### config.mk
export PLATFORM = sky130hd
export DESIGN_NAME = blank_run_to_tab_compressor_unit_flat
export DESIGN_NICKNAME = d
export VERILOG_FILES = /design/src/sv/btc_pkg.sv /design/src/sv/btc_in_if.sv /design/src/sv/btc_out_if.sv /design/src/sv/btc_front.sv /design/src/sv/btc_queue.sv /design/src/sv/btc_mod.sv /design/src/sv/btc_back.sv /design/src/sv/blank_run_to_tab_compressor_unit.sv /design/src/flat_wrapper.sv
export SDC_FILE = /design/constraint.sdc
export NUM_CORES = 1
export LEC_CHECK = 0
export BUFFER_PORTS_ARGS = -buffer_cell sky130_fd_sc_hd__clkbuf_2
export CAP_MARGIN = 30
export CORE_MARGIN = 8
export CORE_UTILIZATION = 40
export CTS_BUF_LIST = sky130_fd_sc_hd__clkbuf_8
export DETAILED_ROUTE_END_ITERATION = 8
export GPL_TIMING_DRIVEN = 0
export HOLD_SLACK_MARGIN = 0.05
export SLEW_MARGIN = 20
export SYNTH_ARGS = -nofsm -noshare
export SYNTH_HDL_FRONTEND = slang
export SYNTH_HIERARCHICAL = 1
export SYNTH_SLANG_ARGS = --single-unit
### constraint.sdc
create_clock -name i_clk -period 5.6 [get_ports i_clk]
set_input_delay 0.56 -clock i_clk [delete_from_list [all_inputs] [get_ports i_clk]]
set_output_delay 0.56 -clock i_clk [all_outputs]
set_load 0.02 [all_outputs]
### src/sv/btc_pkg.sv
`default_nettype none
// ----------------------------------------------------------------------------
// btc_pkg: shared types and constants for the blank-run-to-tab compressor
// Widths, character codes, register indexes and the item and divider
// request/response types used across the front end, queue and back end.
// ----------------------------------------------------------------------------
package btc_pkg;

    localparam int BYTE_W     = 8;
    localparam int TAB_W      = 6;
    localparam int LINE_W     = 8;
    localparam int PHASE_W    = 5;
    localparam int PEND_W     = 6;
    localparam int CFG_IDX_W  = 1;
    localparam int CFG_DATA_W = 8;

    localparam logic [CFG_IDX_W-1:0] CFG_TAB_SIZE   = 1'b0;
    localparam logic [CFG_IDX_W-1:0] CFG_LINE_START = 1'b1;

    localparam logic [TAB_W-1:0]  TAB_SIZE_RESET = 6'd8;
    localparam logic [TAB_W-1:0]  MAX_TAB_SIZE   = 6'd32;
    localparam logic [LINE_W-1:0] LINE_START_RESET = 8'd0;
    localparam logic [PEND_W:0]   MAX_PENDING    = 7'd48;

    localparam logic [BYTE_W-1:0] CH_TAB     = 8'd9;
    localparam logic [BYTE_W-1:0] CH_NEWLINE = 8'd10;
    localparam logic [BYTE_W-1:0] CH_SPACE   = 8'd32;

    localparam int QUEUE_DEPTH = 2;
    localparam int QPTR_W      = $clog2(QUEUE_DEPTH);
    localparam int QCNT_W      = $clog2(QUEUE_DEPTH + 1);

    // remainder unit: one dividend bit per cycle
    localparam int MOD_STEPS = BYTE_W;
    localparam int MOD_CNT_W = $clog2(MOD_STEPS + 1);

    typedef enum logic [1:0] {
        K_SPACE,
        K_TAB,
        K_NEWLINE,
        K_OTHER
    } t_kind;

    typedef struct packed {
        t_kind             kind;
        logic [BYTE_W-1:0] data;
    } t_item;

    typedef struct packed {
        logic              start;
        logic [BYTE_W-1:0] dividend;
        logic [TAB_W-1:0]  divisor;
    } t_mod_req;

    typedef struct packed {
        logic               done;
        logic [PHASE_W-1:0] rem;
    } t_mod_rsp;

    // zero acts as one, oversize clamps to the maximum
    function automatic logic [TAB_W-1:0] eff_tab(input logic [TAB_W-1:0] t);
        logic [TAB_W-1:0] r;
        r = t;
        if (t == '0) begin
            r = TAB_W'(1);
        end else if (t > MAX_TAB_SIZE) begin
            r = MAX_TAB_SIZE;
        end
        return r;
    endfunction

endpackage
`default_nettype wire

### src/sv/btc_in_if.sv
`default_nettype none
// ----------------------------------------------------------------------------
// btc_in_if: input byte channel
// Valid/ready channel carrying one text byte per transaction.
// ----------------------------------------------------------------------------
interface btc_in_if import btc_pkg::*; ();
    logic              valid;
    logic              ready;
    logic [BYTE_W-1:0] in_byte;

    modport source (output valid, output in_byte, input ready);
    modport sink   (input valid, input in_byte, output ready);
endinterface
`default_nettype wire

### src/sv/btc_out_if.sv
`default_nettype none
// ----------------------------------------------------------------------------
// btc_out_if: output byte channel
// Valid/ready channel carrying one emitted byte and its last flag.
// ----------------------------------------------------------------------------
interface btc_out_if import btc_pkg::*; ();
    logic              valid;
    logic              ready;
    logic [BYTE_W-1:0] out_byte;
    logic              last;

    modport source (output valid, output out_byte, output last, input ready);
    modport sink   (input valid, input out_byte, input last, output ready);
endinterface
`default_nettype wire

### src/sv/btc_front.sv
`default_nettype none
// ----------------------------------------------------------------------------
// btc_front: input classifier
// Accepts bytes while the queue has room and tags each as space, tab,
// newline or other before it is queued.
// ----------------------------------------------------------------------------
module btc_front import btc_pkg::*; (
    btc_in_if.sink   i_in,
    input  logic     i_q_full,
    output logic     o_push,
    output t_item    o_item
);

    assign i_in.ready = !i_q_full;
    assign o_push     = i_in.valid && !i_q_full;

    always_comb begin
        o_item.data = i_in.in_byte;
        case (i_in.in_byte)
            CH_SPACE:   o_item.kind = K_SPACE;
            CH_TAB:     o_item.kind = K_TAB;
            CH_NEWLINE: o_item.kind = K_NEWLINE;
            default:    o_item.kind = K_OTHER;
        endcase
    end

endmodule
`default_nettype wire

### src/sv/btc_queue.sv
`default_nettype none
// ----------------------------------------------------------------------------
// btc_queue: classified item queue
// Short FIFO between the classifier and the back end.
// ----------------------------------------------------------------------------
module btc_queue import btc_pkg::*; (
    input  logic  i_clk,
    input  logic  i_rst_n,
    input  logic  i_push,
    input  t_item i_item,
    output logic  o_full,
    input  logic  i_pop,
    output logic  o_empty,
    output t_item o_item
);

    t_item              r_mem [QUEUE_DEPTH];
    logic [QPTR_W-1:0]  r_wptr;
    logic [QPTR_W-1:0]  r_rptr;
    logic [QCNT_W-1:0]  r_count;
    logic [QCNT_W-1:0]  n_count;
    logic               do_push;
    logic               do_pop;

    assign o_full  = (r_count == QCNT_W'(QUEUE_DEPTH));
    assign o_empty = (r_count == '0);
    assign o_item  = r_mem[r_rptr];
    assign do_push = i_push && !o_full;
    assign do_pop  = i_pop && !o_empty;

    always_comb begin
        n_count = r_count;
        if (do_push && !do_pop) begin
            n_count = r_count + QCNT_W'(1);
        end else if (do_pop && !do_push) begin
            n_count = r_count - QCNT_W'(1);
        end
    end

    always_ff @(posedge i_clk) begin
        if (!i_rst_n) begin
            r_wptr  <= '0;
            r_rptr  <= '0;
            r_count <= '0;
        end else begin
            r_count <= n_count;
            if (do_push) begin
                r_wptr <= (r_wptr == QPTR_W'(QUEUE_DEPTH - 1)) ? '0 : r_wptr + QPTR_W'(1);
            end
            if (do_pop) begin
                r_rptr <= (r_rptr == QPTR_W'(QUEUE_DEPTH - 1)) ? '0 : r_rptr + QPTR_W'(1);
            end
        end
    end

    always_ff @(posedge i_clk) begin
        if (do_push) begin
            r_mem[r_wptr] <= i_item;
        end
    end

endmodule
`default_nettype wire

### src/sv/btc_mod.sv
`default_nettype none
// ----------------------------------------------------------------------------
// btc_mod: iterative remainder unit
// Restoring remainder of an 8-bit value by the tab size, one bit per cycle.
// A new start aborts any calculation in flight.
// ----------------------------------------------------------------------------
module btc_mod import btc_pkg::*; (
    input  logic     i_clk,
    input  logic     i_rst_n,
    input  t_mod_req i_req,
    output t_mod_rsp o_rsp
);

    logic                 r_busy;
    logic                 r_done;
    logic [MOD_CNT_W-1:0] r_cnt;
    logic [BYTE_W-1:0]    r_dvd;
    logic [PHASE_W-1:0]   r_rem;
    logic [PHASE_W:0]     trial;
    logic [PHASE_W-1:0]   n_rem;
    logic [TAB_W-1:0]     diff;

    // remainder stays below the divisor (at most 32), so trial fits 6 bits
    assign trial = {r_rem, r_dvd[BYTE_W-1]};
    assign diff  = trial - i_req.divisor;
    assign n_rem = (trial >= i_req.divisor) ? diff[PHASE_W-1:0] : trial[PHASE_W-1:0];

    assign o_rsp.done = r_done;
    assign o_rsp.rem  = r_rem;

    always_ff @(posedge i_clk) begin
        if (!i_rst_n) begin
            r_busy <= 1'b0;
            r_done <= 1'b0;
            r_cnt  <= '0;
        end else begin
            r_done <= 1'b0;
            if (i_req.start) begin
                r_busy <= 1'b1;
                r_cnt  <= MOD_CNT_W'(MOD_STEPS);
            end else if (r_busy) begin
                r_cnt <= r_cnt - MOD_CNT_W'(1);
                if (r_cnt == MOD_CNT_W'(1)) begin
                    r_busy <= 1'b0;
                    r_done <= 1'b1;
                end
            end
        end
    end

    always_ff @(posedge i_clk) begin
        if (i_req.start) begin
            r_dvd <= i_req.dividend;
            r_rem <= '0;
        end else if (r_busy) begin
            r_dvd <= {r_dvd[BYTE_W-2:0], 1'b0};
            r_rem <= n_rem;
        end
    end

endmodule
`default_nettype wire

### src/sv/btc_back.sv
`default_nettype none
// ----------------------------------------------------------------------------
// btc_back: run tracker and byte emitter
// Holds the configuration, column phase and pending blank run; absorbs
// blanks, sends runs as tabs and spaces one byte per cycle unless stalled, and
// passes other bytes through. Reduces the stored phases after a config write.
// ----------------------------------------------------------------------------
module btc_back import btc_pkg::*; (
    input  logic                  i_clk,
    input  logic                  i_rst_n,
    input  logic                  i_cfg_we,
    input  logic [CFG_IDX_W-1:0]  i_cfg_index,
    input  logic [CFG_DATA_W-1:0] i_cfg_data,
    input  logic                  i_q_empty,
    input  t_item                 i_item,
    output logic                  o_pop,
    output t_mod_req              o_mod_req,
    input  t_mod_rsp              i_mod_rsp,
    btc_out_if.source             o_out
);

    typedef enum logic [2:0] {
        S_IDLE,
        S_RUN,
        S_BYTE,
        S_NGO,
        S_NWAIT
    } t_state;

    typedef enum logic [1:0] {
        NS_PHASE,
        NS_RUNEND,
        NS_LINE
    } t_nstep;

    t_state              r_state,      n_state;
    t_nstep              r_nstep,      n_nstep;
    logic                r_norm_pend,  n_norm_pend;
    logic [TAB_W-1:0]    r_stop_gap;
    logic [LINE_W-1:0]   r_line_start;
    logic [PHASE_W-1:0]  r_phase,      n_phase;     // raw column phase
    logic [PHASE_W-1:0]  r_pn,         n_pn;        // phase mod tab size
    logic [PHASE_W-1:0]  r_rphase,     n_rphase;    // phase at end of pending run
    logic [PHASE_W-1:0]  r_linep,      n_linep;     // start column mod tab size
    logic [PEND_W-1:0]   r_pending,    n_pending;
    logic [PEND_W-1:0]   r_add,        n_add;
    logic                r_flush_blank, n_flush_blank;
    logic [BYTE_W-1:0]   r_byte,       n_byte;
    logic                r_out_valid,  n_out_valid;
    logic [BYTE_W-1:0]   r_out_byte,   n_out_byte;
    logic                r_out_last,   n_out_last;

    logic [TAB_W-1:0]    t_eff;
    logic                slot_free;
    logic [TAB_W-1:0]    pn_inc;
    logic [PHASE_W-1:0]  pn_wrap;
    logic [TAB_W-1:0]    to_stop;
    logic                tab_step;
    logic [PEND_W-1:0]   step_dec;
    logic [PEND_W-1:0]   pend_left;
    logic [PHASE_W-1:0]  run_phase;
    logic [TAB_W-1:0]    rp_inc;
    logic [PHASE_W-1:0]  blank_rphase;
    logic [PEND_W-1:0]   blank_add;
    logic [PEND_W:0]     pend_sum;
    logic [PEND_W:0]     runend_sum;
    logic [PHASE_W-1:0]  byte_phase;

    assign t_eff     = eff_tab(r_stop_gap);
    assign slot_free = !r_out_valid || o_out.ready;

    assign o_out.valid    = r_out_valid;
    assign o_out.out_byte = r_out_byte;
    assign o_out.last     = r_out_last;

    always_comb begin
        pn_inc     = {1'b0, r_pn} + TAB_W'(1);
        pn_wrap    = (pn_inc == t_eff) ? '0 : pn_inc[PHASE_W-1:0];
        to_stop    = t_eff - {1'b0, r_pn};
        // a tab goes out whenever the rest of the run reaches the next stop
        tab_step   = (r_pending >= to_stop);
        step_dec   = tab_step ? to_stop : PEND_W'(1);
        pend_left  = r_pending - step_dec;
        run_phase  = tab_step ? '0 : pn_inc[PHASE_W-1:0];
        byte_phase = (r_byte == CH_NEWLINE) ? r_linep : pn_wrap;

        rp_inc = {1'b0, r_rphase} + TAB_W'(1);
        if (i_item.kind == K_TAB) begin
            blank_add    = t_eff - {1'b0, r_rphase};
            blank_rphase = '0;
        end else begin
            blank_add    = PEND_W'(1);
            blank_rphase = (rp_inc == t_eff) ? '0 : rp_inc[PHASE_W-1:0];
        end
        pend_sum   = {1'b0, r_pending} + {1'b0, blank_add};
        runend_sum = {{(PEND_W + 1 - PHASE_W){1'b0}}, r_pn} + {1'b0, r_pending};
    end

    always_comb begin
        n_state       = r_state;
        n_nstep       = r_nstep;
        n_norm_pend   = r_norm_pend;
        n_phase       = r_phase;
        n_pn          = r_pn;
        n_rphase      = r_rphase;
        n_linep       = r_linep;
        n_pending     = r_pending;
        n_add         = r_add;
        n_flush_blank = r_flush_blank;
        n_byte        = r_byte;
        n_out_valid   = r_out_valid && !o_out.ready;
        n_out_byte    = r_out_byte;
        n_out_last    = r_out_last;
        o_pop              = 1'b0;
        o_mod_req.start    = 1'b0;
        o_mod_req.dividend = '0;
        o_mod_req.divisor  = t_eff;

        case (r_state)
            S_IDLE: begin
                if (i_cfg_we || r_norm_pend) begin
                    n_state     = S_NGO;
                    n_nstep     = NS_PHASE;
                    n_norm_pend = 1'b0;
                end else if (!i_q_empty) begin
                    o_pop  = 1'b1;
                    n_byte = i_item.data;
                    if (i_item.kind inside {K_SPACE, K_TAB}) begin
                        n_rphase = blank_rphase;
                        if (pend_sum > MAX_PENDING) begin
                            n_add         = blank_add;
                            n_flush_blank = 1'b1;
                            n_state       = S_RUN;
                        end else begin
                            n_pending = pend_sum[PEND_W-1:0];
                        end
                    end else begin
                        n_flush_blank = 1'b0;
                        n_state       = (r_pending == '0) ? S_BYTE : S_RUN;
                    end
                end
            end
            S_RUN: begin
                if (slot_free) begin
                    n_out_valid = 1'b1;
                    n_out_byte  = tab_step ? CH_TAB : CH_SPACE;
                    n_out_last  = r_flush_blank && (pend_left == '0);
                    n_pending   = pend_left;
                    n_pn        = run_phase;
                    if (pend_left == '0) begin
                        n_phase = run_phase;
                        if (r_flush_blank) begin
                            n_pending = r_add;
                            n_state   = S_IDLE;
                        end else begin
                            n_state = S_BYTE;
                        end
                    end
                end
            end
            S_BYTE: begin
                if (slot_free) begin
                    n_out_valid = 1'b1;
                    n_out_byte  = r_byte;
                    n_out_last  = 1'b1;
                    n_phase     = byte_phase;
                    n_pn        = byte_phase;
                    n_rphase    = byte_phase;
                    n_state     = S_IDLE;
                end
            end
            S_NGO: begin
                o_mod_req.start = 1'b1;
                case (r_nstep)
                    NS_PHASE:  o_mod_req.dividend = BYTE_W'(r_phase);
                    NS_RUNEND: o_mod_req.dividend = BYTE_W'(runend_sum);
                    NS_LINE:   o_mod_req.dividend = r_line_start;
                    default:   o_mod_req.dividend = '0;
                endcase
                n_state = S_NWAIT;
                if (i_cfg_we) begin
                    n_state = S_NGO;
                    n_nstep = NS_PHASE;
                end
            end
            S_NWAIT: begin
                if (i_cfg_we) begin
                    n_state = S_NGO;
                    n_nstep = NS_PHASE;
                end else if (i_mod_rsp.done) begin
                    case (r_nstep)
                        NS_PHASE: begin
                            n_pn    = i_mod_rsp.rem;
                            n_nstep = NS_RUNEND;
                            n_state = S_NGO;
                        end
                        NS_RUNEND: begin
                            n_rphase = i_mod_rsp.rem;
                            n_nstep  = NS_LINE;
                            n_state  = S_NGO;
                        end
                        default: begin
                            n_linep = i_mod_rsp.rem;
                            n_state = S_IDLE;
                        end
                    endcase
                end
            end
            default: n_state = S_IDLE;
        endcase

        // writes during run or byte output are reduced once the current transaction ends
        if (i_cfg_we && (r_state inside {S_RUN, S_BYTE})) begin
            n_norm_pend = 1'b1;
        end
    end

    always_ff @(posedge i_clk) begin
        if (!i_rst_n) begin
            r_state       <= S_IDLE;
            r_nstep       <= NS_PHASE;
            r_norm_pend   <= 1'b0;
            r_stop_gap    <= TAB_SIZE_RESET;
            r_line_start  <= LINE_START_RESET;
            r_phase       <= '0;
            r_pn          <= '0;
            r_rphase      <= '0;
            r_linep       <= '0;
            r_pending     <= '0;
            r_add         <= '0;
            r_flush_blank <= 1'b0;
            r_byte        <= '0;
            r_out_valid   <= 1'b0;
            r_out_byte    <= '0;
            r_out_last    <= 1'b0;
        end else begin
            r_state       <= n_state;
            r_nstep       <= n_nstep;
            r_norm_pend   <= n_norm_pend;
            r_phase       <= n_phase;
            r_pn          <= n_pn;
            r_rphase      <= n_rphase;
            r_linep       <= n_linep;
            r_pending     <= n_pending;
            r_add         <= n_add;
            r_flush_blank <= n_flush_blank;
            r_byte        <= n_byte;
            r_out_valid   <= n_out_valid;
            r_out_byte    <= n_out_byte;
            r_out_last    <= n_out_last;
            if (i_cfg_we) begin
                case (i_cfg_index)
                    CFG_TAB_SIZE:   r_stop_gap   <= i_cfg_data[TAB_W-1:0];
                    CFG_LINE_START: r_line_start <= i_cfg_data[LINE_W-1:0];
                    default: ;
                endcase
            end
        end
    end

endmodule
`default_nettype wire

### src/sv/blank_run_to_tab_compressor_unit.sv
`default_nettype none
// ----------------------------------------------------------------------------
// blank_run_to_tab_compressor_unit: blank run to tab compressor
// Text byte stream in, entabbed byte stream out; classifier, item queue,
// run tracker/emitter and a remainder unit.
// ----------------------------------------------------------------------------
// Spaces and tabs are absorbed into a pending run of blank columns and
// produce nothing until a non-blank byte (or a run about to exceed 48
// columns) sends the run as tabs and spaces; each emitted byte carries last
// on the final byte caused by its input transaction. The emitter writes one
// byte per cycle into an output register while the receiver accepts; a
// pass-through byte is dequeued and then emitted, an absorbed blank is
// only dequeued, and a run goes out one output byte at a time. The front
// end keeps accepting into a two-entry queue while the back end works.
// After any configuration write the back end reduces its column phases by
// the new tab size (three passes of the remainder unit) before it takes
// the next queued byte.
module blank_run_to_tab_compressor_unit import btc_pkg::*; (
    input  logic                  i_clk,
    input  logic                  i_rst_n,
    input  logic                  i_cfg_we,
    input  logic [CFG_IDX_W-1:0]  i_cfg_index,
    input  logic [CFG_DATA_W-1:0] i_cfg_data,
    btc_in_if.sink                i_in,
    btc_out_if.source             o_out
);

    logic     q_full;
    logic     q_empty;
    logic     push;
    logic     pop;
    t_item    push_item;
    t_item    head_item;
    t_mod_req mod_req;
    t_mod_rsp mod_rsp;

    btc_front u_front (
        .i_in     (i_in),
        .i_q_full (q_full),
        .o_push   (push),
        .o_item   (push_item)
    );

    btc_queue u_queue (
        .i_clk   (i_clk),
        .i_rst_n (i_rst_n),
        .i_push  (push),
        .i_item  (push_item),
        .o_full  (q_full),
        .i_pop   (pop),
        .o_empty (q_empty),
        .o_item  (head_item)
    );

    btc_mod u_mod (
        .i_clk   (i_clk),
        .i_rst_n (i_rst_n),
        .i_req   (mod_req),
        .o_rsp   (mod_rsp)
    );

    btc_back u_back (
        .i_clk       (i_clk),
        .i_rst_n     (i_rst_n),
        .i_cfg_we    (i_cfg_we),
        .i_cfg_index (i_cfg_index),
        .i_cfg_data  (i_cfg_data),
        .i_q_empty   (q_empty),
        .i_item      (head_item),
        .o_pop       (pop),
        .o_mod_req   (mod_req),
        .i_mod_rsp   (mod_rsp),
        .o_out       (o_out)
    );

endmodule
`default_nettype wire

### src/flat_wrapper.sv
// flat-port wrapper written by rule: the top's interface ports become plain ports
module blank_run_to_tab_compressor_unit_flat import btc_pkg::*;
  (i_clk, i_rst_n, i_cfg_we, i_cfg_index, i_cfg_data, i_in_valid, i_in_in_byte, i_in_ready, o_out_valid, o_out_out_byte, o_out_last, o_out_ready);
  btc_in_if i_in_i ();
  btc_out_if o_out_i ();
  input  logic i_clk;
  input  logic i_rst_n;
  input  logic i_cfg_we;
  input  logic [CFG_IDX_W-1:0] i_cfg_index;
  input  logic [CFG_DATA_W-1:0] i_cfg_data;
  input wire logic [$bits(i_in_i.valid)-1:0] i_in_valid;
  input wire logic [$bits(i_in_i.in_byte)-1:0] i_in_in_byte;
  output wire logic [$bits(i_in_i.ready)-1:0] i_in_ready;
  output wire logic [$bits(o_out_i.valid)-1:0] o_out_valid;
  output wire logic [$bits(o_out_i.out_byte)-1:0] o_out_out_byte;
  output wire logic [$bits(o_out_i.last)-1:0] o_out_last;
  input wire logic [$bits(o_out_i.ready)-1:0] o_out_ready;
  assign i_in_i.valid = i_in_valid;
  assign i_in_i.in_byte = i_in_in_byte;
  assign i_in_ready = i_in_i.ready;
  assign o_out_valid = o_out_i.valid;
  assign o_out_out_byte = o_out_i.out_byte;
  assign o_out_last = o_out_i.last;
  assign o_out_i.ready = o_out_ready;
  blank_run_to_tab_compressor_unit u_core (.i_clk(i_clk), .i_rst_n(i_rst_n), .i_cfg_we(i_cfg_we), .i_cfg_index(i_cfg_index), .i_cfg_data(i_cfg_data), .i_in(i_in_i), .o_out(o_out_i));
endmodule
; ---- Word level (Yosys, flattened, before mapping)
; Memory sizes are Yosys's and may differ from the RTL's. A register that Yosys moved wholly into a read port is not among the register bits.
; Cells that the tools add are included.
[totals]
regBits = 94
latchBits = 0
ram_bits = 20
romBits = 0
in_bits = 22
memories = 1
[classes]
addsub = 13
mul = 0
div_mod_pow = 0
magnitude_cmp = 4
n_eq_ne = 33
shift = 0
mux = 90
bitwise_logic = 7
reduce_logical = 51
[memory_table]
columns = memory, depth, word_bits, read_ports, rd_ports_with_merged_regs, wr, line
row1 = u_core.u_queue.r_mem, 2, 10, 1, 1, 1, btc_queue.sv:17  ; t_item r_mem [QUEUE_DEPTH];
[op_table]
columns = cell, count
row1 = two-way mux 5 bit, 19
row2 = two-way mux 6 bit, 12
row3 = two-way mux 8 bit, 4
row4 = two-way mux 3 bit, 10
row5 = case mux 5 bit (3 select lines), 2
row6 = equality test 8 x 4 -> 1 bit (second input constant), 3
row7 = inequality test 2 bit (second input constant), 12
row8 = case mux 8 bit (3 select lines), 1
row9 = two-way mux 1 bit, 22
row10 = logical NOT 6 bit, 3
row11 = two-way mux 2 bit, 9
row12 = AND reduction 6 bit, 3
row13 = case mux 8 bit (2 select lines), 1
row14 = case mux 3 bit (5 select lines), 1
row15 = nonzero test 2 bit, 7
row16 = adder 5 x 1 -> 6 bit (second input constant), 2
row17 = equality test 6 bit, 2
row18 = >= comparator 6 bit, 2
row19 = case mux 2 bit (3 select lines), 2
row20 = case mux 6 bit (2 select lines), 1
row21 = AND reduction 4 bit, 3
row22 = subtractor 6 x 5 -> 6 bit, 2
row23 = case mux 5 bit (2 select lines), 1
row24 = AND reduction 5 bit, 2
row25 = other kinds (37), 72

; ---- Logic depth before layout (Yosys ltp)
[logic_depth]
ltp_word = 12
mapped_depth = 26
depth_no_buf = 24

; ---- Hierarchy
; Netlist, hierarchy kept.
[by_module_without_submodules]
columns = mod, instances, cells_each, area_per_inst_um2, seq_area_each_um2
row1 = btc_back, 1, 637, 5072.4, 1421.4
row2 = btc_mod, 1, 106, 1071.0, 460.4
row3 = btc_queue, 1, 57, 945.9, 700.7
row4 = btc_front, 1, 17, 132.6, 0.0

; ---- Worst setup path after synthesis
; OpenSTA, ideal clock, no wires.
[synth_path]
path_type = register to register
startpoint = reg u_core.u_back.r_stop_gap[5]
endpoint = reg u_core.u_back.r_phase[0]
setup_ps = 146
t_arrival_ps = 4786
required_ps = 5454
path_slack_ps = 668
path_stages_with_launch = 26
path_buffers = 2
cell_sequence = dfxtp_1 -> buf_2 -> inv_1 -> o21ai_0 -> ha_1 -> inv_1 -> fa_1 -> nor2_1 -> o21ai_0 -> a21oi_1 -> xor2_1 -> ha_1 -> a21o_1 -> a21oi_1 -> o21ai_1 -> nand2_1 -> ha_1 -> inv_1 -> fa_1 -> xnor2_1 -> and3b_1 -> or3b_2 -> a211oi_1 -> or3_1 -> clkbuf_1 -> a221oi_1
[synth_via]
elab_chain_len = 10
[synth_lines]
columns = item, line
row1 = start: declaration, btc_back.sv:39  ; logic [TAB_W-1:0] r_stop_gap;
row2 = start signal: assignment, btc_back.sv:253  ; CFG_TAB_SIZE: r_stop_gap <= i_cfg_data[TAB_W-1:0];
row3 = > comparator 6 bit, btc_pkg.sv:66  ; end else if (t > MAX_TAB_SIZE) begin
row4 = two-way mux 6 bit, btc_pkg.sv:66
row5 = two-way mux 6 bit *, btc_pkg.sv:64  ; if (t == '0) begin
row6 = subtractor 6 x 5 -> 6 bit, btc_back.sv:79  ; to_stop = t_eff - {1'b0, r_pn};
row7 = >= comparator 6 bit, btc_back.sv:81  ; tab_step = (r_pending >= to_stop);
row8 = two-way mux 6 bit, btc_back.sv:82  ; step_dec = tab_step ? to_stop : PEND_W'(1);
row9 = subtractor 6 bit, btc_back.sv:83  ; pend_left = r_pending - step_dec;
row10 = logical NOT 6 bit, btc_back.sv:150  ; if (pend_left == '0) begin
row11 = inequality test 2 bit (no source line), --
row12 = AND reduction 4 bit (no source line), --
row13 = end signal: assignment, btc_back.sv:240  ; r_phase <= n_phase;
row14 = end: declaration, btc_back.sv:41  ; logic [PHASE_W-1:0] r_phase, n_phase;
; Mark *: on every way between the ends. The rest lies on a longest branch, timed or not. The select of a mux whose other input is x is not followed.
; A chain may end at the register's enable or synchronous reset.

; ---- Final worst setup path
[layout_path]
startpoint = reg u_core.u_back.r_stop_gap[5]
endpoint = reg u_core.u_back.r_phase[1]
; The elaborated chain is that of the path after synthesis.

==> impl_metrics.toml <==
[floorplanning]
num_io_pins = 33
die_x_um = 150
design.die.area_um2 = 22600
die_h_um = 150
floorplan.initialDensity = 0.405
core_area_um2 = 17800
placement_rows = 49

[synthesis]
synthCells = 817
sequential_area_share_after_synthesis = 0.358
post_synth_instance_area_um2 = 7220
synth_edf_count = 28
ys_dominant_reg_cell = "sky130_fd_sc_hd__dfxtp_1"
post_synth.cell_area_avg_um2 = 8.84
ys_ff_latch = 115
fraction_of_synthesis_flops_using_an_asynchronous_set_or_reset_pin = 0
total_of_warnings_raised_by_yosys = 6
synth_cell_types = 83
postSynthNetCount = 886

[clock_network]
clock_tree.buffer_depth = 2
cts_max_level = 4
cts.root.buffer_cell = "sky130_fd_sc_hd__clkbuf_8"
numClockSinks = 115
later_pin_clock_latency_in_the_skew_report_ns = 0.45
cts-buffers-inserted = 17
tritoncts = "yes"
clk_transition_reported_paths_ns = 0.07
number_of_hold_repair_buffers_added_at_the_cts_stage = 0

[sta]
tns_ns = 0
finalClockSkew_ns = 0.00768
achievable-frequency_ghz = 0.189
period_minus_slack_ns = 5.30
tightest_slew_ns = 0.865
slew_viol_final = 0
final-hold-violation-count = 0
report.final.setup_viol = 0
relSlewSlack = 0.420
fin_crit_sh = 0.946

[worst_hold_path]
hold_path.class = "in -> reg"

[routing]
vias_per_cell = 5.48
finalWirelength_mm = 19.2
post_drt_wl_per_cell_um = 17.3
initialDrtViolationCount = 387
vias = 6094
first_pass_iters = 5
postRouteAntennaNets = 0
route.detailed.drc = 0

[cells_and_area]
layoutNonFillerInstCount = 1112
area_growth_pct = 12.8
drive_above_1_share = 0.160
layout.cells.most_common = "sky130_fd_sc_hd__dfxtp_1"
antenna-diode-count = 0
nets = 939
postLayoutCoreUtil = 0.456
layout.cells.most_common_list = "sky130_fd_sc_hd__dfxtp_1 (84), sky130_fd_sc_hd__nor2_1 (81), sky130_fd_sc_hd__nand2_1 (67), sky130_fd_sc_hd__a21oi_1 (60), sky130_fd_sc_hd__inv_1 (51)"
finish.instance_area_um2 = 8140

[setup_path]
setup.worst_path.start_class = "register"
critical_path_required_ns = 5.95
slowest_stage = "sky130_fd_sc_hd__or3b_2"
worst_path_most_repeated_cell = "sky130_fd_sc_hd__inv_1"
critPathKind = "reg -> reg"
cp_cell_sequence = "buf_6 -> inv_1 -> o21ai_2 -> ha_2 -> inv_1 -> fa_1 -> nor2_1 -> o21ai_0 -> a21oi_1 -> xor2_1 -> ha_1 -> a21o_1 -> a21oi_2 -> o21ai_4 -> nand2_1 -> ha_1 -> inv_1 -> fa_2 -> xnor2_2 -> and3b_2 -> or3b_2 -> a211oi_4 -> o31ai_4 -> a221oi_1"
critPathArrivalTime_ns = 5.65
critical_path.endpoint_type = "register"
cp_top_family = "compound AO/OA/AOI/OAI gates"
critical_path.max_stage_delay_ns = 0.49
crit_path_max_fanout = 10
worstPathBufferInverterCount = 4
rrSetupSlack_ns = 0.30

[global_route]
grt_start_max_net_pins = 17
grt.total_usage = 0.175
first_pass_grt_wire_length_mm = 30.8
grt_remaining_overflow = 0
antenna_found_initial = 0
grt_pass1_vias = 5936

[power]
vdd_ir_drop_max_mv = 0.234
power_density_over_the_cells_nw_per_um2 = 497
leakage_dissipation_uw = 0.00314

[placement]
hpwlAfterDp_mm = 14.6
globalplace.congestion = 0.860
number_of_placed_instances_taps_included = 1076
port_buffer_count = 30
area_of_placed_instances_um2 = 7660

[job]
cap_violations = 0

[status]
outcome = "finished, final reports clean"
## flip-flops by register name (all words and copies together) (netlist names), 2 cells and up, named ones only
signal,cells
u_core/u_back/r_rphase,5
u_core/u_back/r_nstep,2
u_core/u_mod/r_rem,5
u_core/u_back/r_linep,5
u_core/u_back/o_out.out_byte,8
u_core/u_queue/r_count,2
u_core/u_back/r_pending,6
u_core/u_back/r_state,3
u_core/u_queue/r_mem,20
u_core/u_back/r_byte,8
u_core/u_back/r_phase,5
u_core/u_back/r_stop_gap,6
u_core/u_back/r_pn,5
u_core/u_mod/r_cnt,4
u_core/u_back/r_add,6
u_core/u_back/r_line_start,8
u_core/u_mod/r_dvd,8
## path summary, 6_finish.rpt
path,cells after the start,to,from
min reg2reg,2,u_core/u_back/r_line_start[7],u_core/u_back/r_line_start[7]
min,3,u_core/u_back/r_stop_gap[3],i_cfg_data[3]
max,24,u_core/u_back/r_phase[1],u_core/u_back/r_stop_gap[5]
max reg2reg,24,u_core/u_back/r_phase[1],u_core/u_back/r_stop_gap[5]
## per-stage QoR
stage / hold WS [ns] / worst slack (ns) / power, µW
after floorplan: 0.432 / 0.668 / 2650
after global placement: 0.449 / -0.500 / 3180
after CTS: 0.324 / 0.00430 / 3950
after detailed placement: 0.453 / -0.518 / 3200
after global routing: 0.364 / -0.00104 / 4360
final: 0.345 / 0.301 / 4050
## per-layer routing
layer  vias up  track usage  part of all wire
li1       3036            -                 -
met1      2874        0.226              0.46
met2       153        0.280              0.47
met3        31       0.0310             0.046
met4         0       0.0750             0.021
met5         -            0                 0
## timing repair
action,in CTS,in global routing
setup buffers,0,5
gates resized for setup,9,15
hold endpoints to repair,0,0
endpoints found under the setup margin,13,13
pin swaps,0,4
## report_power, final
part,internal [µW],leakage [µW],switching (µW)
combinational,884,0.00201,1280
clock,343,0.000168,352
sequential,1020,0.000959,173
## worst min-delay path: stages
cell,delay (ns)
sky130_fd_sc_hd__clkbuf_2,0.09
sky130_fd_sc_hd__mux2i_1,0.06
sky130_fd_sc_hd__nand2_1,0.05
## synth_stat cells, types with 6 or more instances
cell | count | share of area
sky130_fd_sc_hd__mux2i_1 | 19 | 0.026
sky130_fd_sc_hd__nor3b_1 | 7 | 0.0073
sky130_fd_sc_hd__nand2b_1 | 15 | 0.013
sky130_fd_sc_hd__xor2_1 | 14 | 0.017
sky130_fd_sc_hd__nor4_1 | 6 | 0.0052
sky130_fd_sc_hd__a21o_1 | 6 | 0.0062
sky130_fd_sc_hd__nor2b_1 | 14 | 0.012
sky130_fd_sc_hd__o21a_1 | 10 | 0.010
sky130_fd_sc_hd__nand3_1 | 20 | 0.014
sky130_fd_sc_hd__a211oi_1 | 7 | 0.0073
sky130_fd_sc_hd__buf_4 | 9 | 0.0094
sky130_fd_sc_hd__fa_1 | 6 | 0.017
sky130_fd_sc_hd__a22oi_1 | 10 | 0.010
sky130_fd_sc_hd__a221oi_1 | 11 | 0.013
sky130_fd_sc_hd__a31oi_1 | 13 | 0.011
sky130_fd_sc_hd__mux2_2 | 17 | 0.027
sky130_fd_sc_hd__inv_1 | 50 | 0.026
sky130_fd_sc_hd__nor3_1 | 13 | 0.0090
sky130_fd_sc_hd__and3_1 | 7 | 0.0061
sky130_fd_sc_hd__nand2_1 | 67 | 0.035
sky130_fd_sc_hd__ha_1 | 41 | 0.071
sky130_fd_sc_hd__nor2_1 | 81 | 0.042
sky130_fd_sc_hd__nand3b_1 | 6 | 0.0062
sky130_fd_sc_hd__dfxtp_1 | 87 | 0.24
sky130_fd_sc_hd__o21ai_0 | 31 | 0.021
sky130_fd_sc_hd__clkbuf_1 | 32 | 0.017
sky130_fd_sc_hd__xnor2_1 | 24 | 0.029
sky130_fd_sc_hd__edfxtp_1 | 28 | 0.12
sky130_fd_sc_hd__a21oi_1 | 61 | 0.042
## kinds of logic (layout without fill, tap and decap cells)
group / after synthesis / count (layout) / synth area share
xor gates and xnor gates: 43 / 43 / 0.0617
buffers and inverters: 101 / 167 / 0.0599
AOI/OAI and AO/OA: 204 / 204 / 0.191
muxes: 36 / 36 / 0.0528
and+or+nand+nor: 269 / 269 / 0.186
DFF: 115 / 115 / 0.358
adders and majority gates: 49 / 49 / 0.0904
## cell type report
type,instances,area (µm²)
Multi-Input combinational cell,601,4290
Clock inverter,15,119
Sequential cell,115,2590
Buffer,46,233
Inverter,53,199
Fill cell,1762,9700
Timing Repair Buffer,36,193
Clock buffer,17,234
Tap cell,229,287
Note: power is estimated with default switching activity, not from simulation.
